$ cat config.mk
export PLATFORM = sky130hd
export DESIGN_NAME = deor_ctrl
export DESIGN_NICKNAME = d
export VERILOG_FILES = /design/src/drop_oldest_event_ring_core_assert.svh /design/src/deor_pkg.sv /design/src/deor_ctrl.sv
export SDC_FILE = /design/constraint.sdc
export NUM_CORES = 1
export LEC_CHECK = 0
export BUFFER_PORTS_ARGS = -buffer_cell sky130_fd_sc_hd__buf_2
export CAP_MARGIN = 20
export CORE_MARGIN = 1.5
export CORE_UTILIZATION = 55
export DETAILED_ROUTE_END_ITERATION = 8
export PLACE_DENSITY = 0.81
export SLEW_MARGIN = 0
export SYNTH_ARGS = -nofsm -noshare
export SYNTH_HDL_FRONTEND = slang
export SYNTH_SLANG_ARGS = --single-unit
$ cat constraint.sdc
create_clock -name clk -period 5.1 [get_ports clk]
set_clock_uncertainty 0.05 [all_clocks]
set_input_delay 0.51 -clock clk [delete_from_list [all_inputs] [get_ports clk]]
set_output_delay 0.51 -clock clk [all_outputs]
set_load 0.02 [all_outputs]
$ cat src/drop_oldest_event_ring_core_assert.svh
// Assertion macros for the drop-oldest event ring.
// Needs a signal named clk and a signal named rst in the module that uses them.
`ifndef DROP_OLDEST_EVENT_RING_CORE_ASSERT_SVH
`define DROP_OLDEST_EVENT_RING_CORE_ASSERT_SVH

`ifndef NO_ASSERTIONS
// Same-cycle implication, checked at every clock edge outside reset.
`define DEOR_ASSERT_IMP(lbl, ante, cons) \
  lbl: assert property (@(posedge clk) disable iff (rst) (ante) |-> (cons)) \
    else $error("drop_oldest_event_ring_core: assertion failed");
// Next-cycle implication, checked at every clock edge outside reset.
`define DEOR_ASSERT_NXT(lbl, ante, cons) \
  lbl: assert property (@(posedge clk) disable iff (rst) (ante) |=> (cons)) \
    else $error("drop_oldest_event_ring_core: assertion failed");
`else
`define DEOR_ASSERT_IMP(lbl, ante, cons)
`define DEOR_ASSERT_NXT(lbl, ante, cons)
`endif

`endif

$ cat src/deor_pkg.sv
// Shared types and constants for the drop-oldest event ring.
// No dependencies.
package deor_pkg;

  // Default ring depth in packets.
  localparam int DEOR_SLOTS = 64;

  // Width of the pending count on the result.
  localparam int PEND_W = 7;

  // Result status codes.
  typedef enum logic [1:0] {
    ST_OK    = 2'd0,
    ST_EVICT = 2'd1,
    ST_EMPTY = 2'd2
  } status_t;

  // One stored event packet.
  typedef struct packed {
    logic [63:0] stamp;
    logic [31:0] subject;
    logic [15:0] severity;
    logic [15:0] cause;
    logic [63:0] word_a;
    logic [63:0] word_b;
    logic [63:0] word_c;
  } packet_t;

  // Result information that the control block keeps for the current result.
  typedef struct packed {
    status_t            status;
    logic               pop_ok;
    logic [PEND_W-1:0]  pending;
    logic [63:0]        emitted;
    logic [63:0]        dropped;
  } res_info_t;

endpackage

$ cat src/deor_ctrl.sv
// Ring control: pointers, fill count, event counters and result status.
// Depends on deor_pkg for the status codes and the result information struct.
module deor_ctrl
  import deor_pkg::*;
#(
  parameter int SLOTS = DEOR_SLOTS,
  parameter int AW    = $clog2(SLOTS),
  parameter int CW    = $clog2(SLOTS + 1)
) (
  input  logic          clk,
  input  logic          rst,
  input  logic          accept,
  input  logic          op_pop,
  output logic          wr_en,
  output logic [AW-1:0] wr_addr,
  output logic          rd_en,
  output logic [AW-1:0] rd_addr,
  output logic [CW-1:0] fill,
  output res_info_t     res
);

  localparam logic [AW-1:0] LAST_SLOT = AW'(SLOTS - 1);
  localparam logic [CW-1:0] FULL_CNT  = CW'(SLOTS);

  logic [AW-1:0] wr_ptr, wr_ptr_next;
  logic [AW-1:0] rd_ptr, rd_ptr_next;
  logic [CW-1:0] count, count_next;
  logic [63:0]   emitted, emitted_next;
  logic [63:0]   dropped, dropped_next;
  status_t       status, status_next;
  logic          pop_ok, pop_ok_next;
  logic          is_full, is_empty;
  logic [31:0]   count_wide;

  assign is_full  = (count == FULL_CNT);
  assign is_empty = (count == '0);

  // Next state for one transfer.
  always_comb begin
    wr_ptr_next  = wr_ptr;
    rd_ptr_next  = rd_ptr;
    count_next   = count;
    emitted_next = emitted;
    dropped_next = dropped;
    status_next  = status;
    pop_ok_next  = pop_ok;
    wr_en        = 1'b0;
    rd_en        = 1'b0;
    if (accept) begin
      pop_ok_next = 1'b0;
      status_next = ST_OK;
      if (!op_pop) begin
        // A push on a full ring evicts the oldest packet; the count stays.
        wr_en        = 1'b1;
        wr_ptr_next  = (wr_ptr == LAST_SLOT) ? '0 : wr_ptr + 1'b1;
        emitted_next = emitted + 64'd1;
        if (is_full) begin
          rd_ptr_next  = (rd_ptr == LAST_SLOT) ? '0 : rd_ptr + 1'b1;
          dropped_next = dropped + 64'd1;
          status_next  = ST_EVICT;
        end else begin
          count_next = count + 1'b1;
        end
      end else if (is_empty) begin
        status_next = ST_EMPTY;
      end else begin
        rd_en       = 1'b1;
        pop_ok_next = 1'b1;
        rd_ptr_next = (rd_ptr == LAST_SLOT) ? '0 : rd_ptr + 1'b1;
        count_next  = count - 1'b1;
      end
    end
  end

  // State registers.
  always_ff @(posedge clk) begin
    if (rst) begin
      wr_ptr  <= '0;
      rd_ptr  <= '0;
      count   <= '0;
      emitted <= '0;
      dropped <= '0;
      status  <= ST_OK;
      pop_ok  <= 1'b0;
    end else begin
      wr_ptr  <= wr_ptr_next;
      rd_ptr  <= rd_ptr_next;
      count   <= count_next;
      emitted <= emitted_next;
      dropped <= dropped_next;
      status  <= status_next;
      pop_ok  <= pop_ok_next;
    end
  end

  assign wr_addr    = wr_ptr;
  assign rd_addr    = rd_ptr;
  assign fill       = count;
  assign count_wide = 32'(count);

  // The state after the last transfer is the result of that transfer.
  assign res.status  = status;
  assign res.pop_ok  = pop_ok;
  assign res.pending = count_wide[PEND_W-1:0];
  assign res.emitted = emitted;
  assign res.dropped = dropped;

endmodule

Word level (Yosys, flattened, before mapping)
Index checks and enable logic that the tools add are counted.
{"block": "word_totals", "register_bits": 150, "latchBits": 0, "ramBits": 0, "mem_bits_ro": 0, "word_cells": 41, "memories": 0}
{"block": "classes", "n_addsub": 6, "mul": 0, "n_div": 0, "n_lt_le_gt_ge": 0, "n_eq_ne": 5, "shifts": 0, "n_mux": 16, "bitwise_logic": 1, "reduce_logical": 6}
{"cell": "$add A64 B1 Y64 const B", "count": 2}
{"cell": "$mux W6", "count": 5}
{"cell": "$mux W7", "count": 3}
{"cell": "$add A6 B1 Y6 const B", "count": 2}
{"cell": "$eq A6 B6 Y1 const B", "count": 2}
{"cell": "$reduce_and A3 Y1", "count": 3}
{"cell": "$add A7 B1 Y7 const B", "count": 1}
{"cell": "$eq A7 B7 Y1 const B", "count": 1}
{"cell": "$logic_not A7 Y1", "count": 1}
{"cell": "$sub A7 B1 Y7 const B", "count": 1}
{"cell": "$mux W1", "count": 6}
{"cell": "$mux W2", "count": 2}
{"cell": "$ne A2 B2 Y1 const B", "count": 2}
{"cell": "$reduce_and A2 Y1", "count": 1}
{"cell": "$reduce_bool A2 Y1", "count": 1}
{"cell": "$not A1 Y1", "count": 1}

Longest topological paths before layout
{"block": "depth", "depth_word": 4, "depth_mapped": 10}

Worst setup path after synthesis
OpenSTA, ideal clock, no wires.
{"block": "synth_path", "kind": "input port to flip-flop", "startpoint": "input port op_pop", "endpoint": "register dropped[59]", "t_arrival_ps": 2475, "required_ps": 4980, "slack_ps": 2504, "path_stages": 9, "path_buffers": 4, "cell_sequence": "buf_2 -> nor2b_1 -> buf_2 -> nand4_1 -> or4b_4 -> buf_6 -> buf_6 -> or4_1 -> a21oi_1"}
{"block": "synth_via", "elab_chain_cells": 2}
{"item": "from (decl)", "line": "deor_ctrl.sv:13", "rtl": "input logic op_pop,"}
{"item": "$not A1 Y1 (no line)"}
{"item": "$reduce_and A3 Y1 (no line)"}
{"item": "to (signal assigned)", "line": "deor_ctrl.sv:90", "rtl": "dropped <= dropped_next;"}
{"item": "to (decl)", "line": "deor_ctrl.sv:29", "rtl": "logic [63:0] dropped, dropped_next;"}
Every way passes these cells.
A chain may end at the register's enable or synchronous reset.

Worst setup path in the final report
{"block": "layout_path", "startpoint": "register count[0] (netlist: fill[0])", "endpoint": "register dropped[54]"}
{"block": "layout_via", "elab_chain_cells": 2}
{"item": "from (decl)", "line": "deor_ctrl.sv:27", "rtl": "logic [CW-1:0] count, count_next;"}
{"item": "from (signal assigned)", "line": "deor_ctrl.sv:88", "rtl": "count <= count_next;"}
{"item": "$eq A7 B7 Y1", "line": "deor_ctrl.sv:35", "rtl": "assign is_full = (count == FULL_CNT);"}
{"item": "$reduce_and A3 Y1 (no line)"}
Every way passes these cells.

==> metrics.txt <==
status=complete, no violations; CTS Buf Count=17; die width=around 120 um; critical path type=flip-flop to flip-flop; worst slew margin relative to its limit=0.439; Max clock buf depth=2; post-synth design cell area=around 7500 um2; hold buffers post-CTS=0; Tmin final=approximately 2700 ps; clock sink count=150; Setup violations, final=0; largest net degree at the start of global routing=85; postcts setup bufs=0; Via Count=about 7300; Cells after Synth=between 900 and 1000; CP max FO=9; Worst Path Required=~5400 ps; IO Port Bufs=approximately 160; TritonRoute pass-1 iters=5; leading post-synthesis cells by cell area=dfxtp_1 (40%), nor2_1 (5.3%), xor2_1 (5.1%); setup TNS=0 ps; DP Wirelength=approximately 13 mm; global placement routability congestion=~0.84; CP Cell Sequence=or4_1, nor4_4, nand4_1, nor3_1, mux2_2; TritonCTS clock tree=yes; Clock Pin Slew Worst Setup and Hold Paths=about 60 ps; Layout area overhead=18.7%; row cnt=42; Routed WL per cell=~15 um; fmax=0.367 GHz; Final nets=about 1000; CP arrival=about 3000 ps; Synth area leader=dfxtp_1; Worst Max-Slew Pin Slew=around 830 ps; CP startpoint kind=flip-flop; Static Leakage=roughly 3.5 nW; core area=between 10000 and 15000 um2; Peak VDD IR=0.000336 V; Clk network pwr share=0.462; layout cell share with drive strength beyond 1=0.205; Post-Route WL=between 15 and 20 mm; DR DRC count=0; internal power=0.00205 W; Period Utilization, post-route=0.534; die area=14400 um2; DRT iter0 DRCs=~470; vias in the first global route=roughly 6500; Hold Fails Final Rpt=0; Switch Pwr=0.000662 W; Sw Ratio=0.244; Yosys cell types=46; Critical Path Max Stage Delay=730 ps; post-DR vias/cell=approximately 6.0; flop2flop setup slack=~2400 ps; Hold WC Path Type=flip-flop to flip-flop; Post-synth EDFFs=0; first-pass GRT wire length=between 30 and 40 mm; Synth Flop Type=dfxtp_1; synthesized area per cell=8.33 um2; Critical Path Slowest Stage Cell=or4_1; RSZ-0062 raised after global routing=no; Max-Cap Viols=0; Slew Viols, Final=0; crit-path leading delay family=simple AND/OR/NAND/NOR gates; post-synth net total=919; fin area=8950 um2; pwr/cell area=303 nW/um2; buffers and inverters on the worst path=0; Yosys top cell area share=0.398; H-tree depth=4; initial antenna violation count=0; sequential power share=0.450; post-route antenna net violation count=0; Worst setup EP type=flip-flop; Worst-Skew Late Latency=between 400 and 500 ps; GR Overflow Total=0; combinational share of power=0.088; Yosys warnings=0; Post-DP Area=8350 um2; Seq/Total Area, Yosys=0.398; Initial Util=0.567; Total GRT Usage=0.260; n_diodes=0; I/O pin cnt=between 150 and 200; synthesized flop and latch total=150; Chip Height=roughly 120 um; Post-synth ARST share=0; Post-CTS Resized=0; clk root buf=clkbuf_16
==> worst paths after layout <==
kind / start / to / cells after the start
worst max register to register: fill[0] / dropped[54] / 5
worst min-delay path: status[1] / status[1] / 2
worst max-delay path: fill[0] / dropped[54] / 5
worst min register to register: status[1] / status[1] / 2
==> worst min-delay path: stages, from the launching register on <==
cell	delay (ps)
dfxtp_1	310
nand2_1	60
a21oi_1	50
==> placed cells by master, fill, tap and decap left out, types with 5 or more instances in the layout <==
master     synthesis  routed
and2_1            10      10
nor2_1           107     107
nand2_1           58      58
xor2_1            44      44
nand3_1           58      58
ha_1               9       9
dfxtp_1          150     150
mux2_2            11      11
a21oi_1           60      60
xnor2_1           28      28
o31ai_1           38      38
mux2i_1            6       6
nand4_1           50      50
or4_1             46      46
and4_1            14      14
and3_1            17      17
o21ai_0           24      24
buf_2              3     161
inv_1             19      19
nor2b_1           15      15
or3_1             18      18
a211oi_1           6       6
nor4_1            13      12
clkbuf_16          0      17
clkbuf_8           0       5
nor3_1            23      23
==> registers in the layout, indices dropped and copies added (netlist names) <==
name     flops
dropped     64
emitted     64
fill         7
pop_ok       1
rd_addr      6
status       2
wr_addr      6
==> per-stage QoR <==
step                      utilization  instances  power, W  setup slack (ps)  hold WS (ps)
after floorplan                     -        905   0.00143              2500           490
after global placement          0.628       1190   0.00148              2240           400
after detailed placement        0.628       1190   0.00148              2160           403
after CTS                       0.673       1221   0.00273              2390           412
after global routing            0.673       1221   0.00280              2200           438
final                           0.673       1221   0.00271              2380           417
==> layout make-up <==
cell class,instances,area (um2)
multi-input cells,680,4210
flip-flops and latches,150,3000
well taps,176,220
repair buffers,165,848
fillers,1088,4350
inverters,19,71.3
clock buffers,23,498
clock inverters,8,96.3
==> power by group through the flow <==
stage	Combinational, W	Clock, W	Sequential (W)
floorplan	0.000179	0	0.00126
global route	0.000259	0.00132	0.00122
global placement	0.000232	0	0.00124
detailed placement	0.000236	0	0.00124
CTS	0.000237	0.00128	0.00122
finish	0.000239	0.00125	0.00122
==> routing by layer <==
metal | global-route usage | share of wire | vias to the layer above
met5 | 0 | 0 | -
met4 | 0.0751 | 0.014 | 0
met3 | 0.0718 | 0.077 | 18
met2 | 0.423 | 0.47 | 269
met1 | 0.339 | 0.44 | 3444
li1 | - | - | 3553
==> Yosys cell counts (2+ instances only) <==
master    number
nor3_1        23
a21oi_1       60
xnor2_1       28
o31ai_1       38
clkbuf_1      42
nor4_1        13
and4b_1        2
o21bai_1       4
nand4_1       50
a211oi_1       6
or2_2          2
buf_2          3
ha_1           9
mux2i_1        6
and2_1        10
dfxtp_1      150
nor4_4         2
or4_1         46
and3_1        17
nor2b_1       15
nor2_1       107
a21o_1         2
o21ai_0       24
buf_6          2
mux2_2        11
or3_1         18
buf_4          8
xor2_1        44
inv_1         19
nand2_1       58
and4_1        14
nand3_1       58
==> logic make-up (layout without fill, tap and decap cells) <==
logic type	Yosys count	count (layout)	synth area share
simple gates	442	442	0.320
flops	150	150	0.398
compound gates	139	139	0.112
buf+inv	75	215	0.0438
xor+xnor	72	72	0.0837
mux	17	17	0.0244
fa+ha+maj	10	10	0.0176
(Power assumes the default switching activity.)
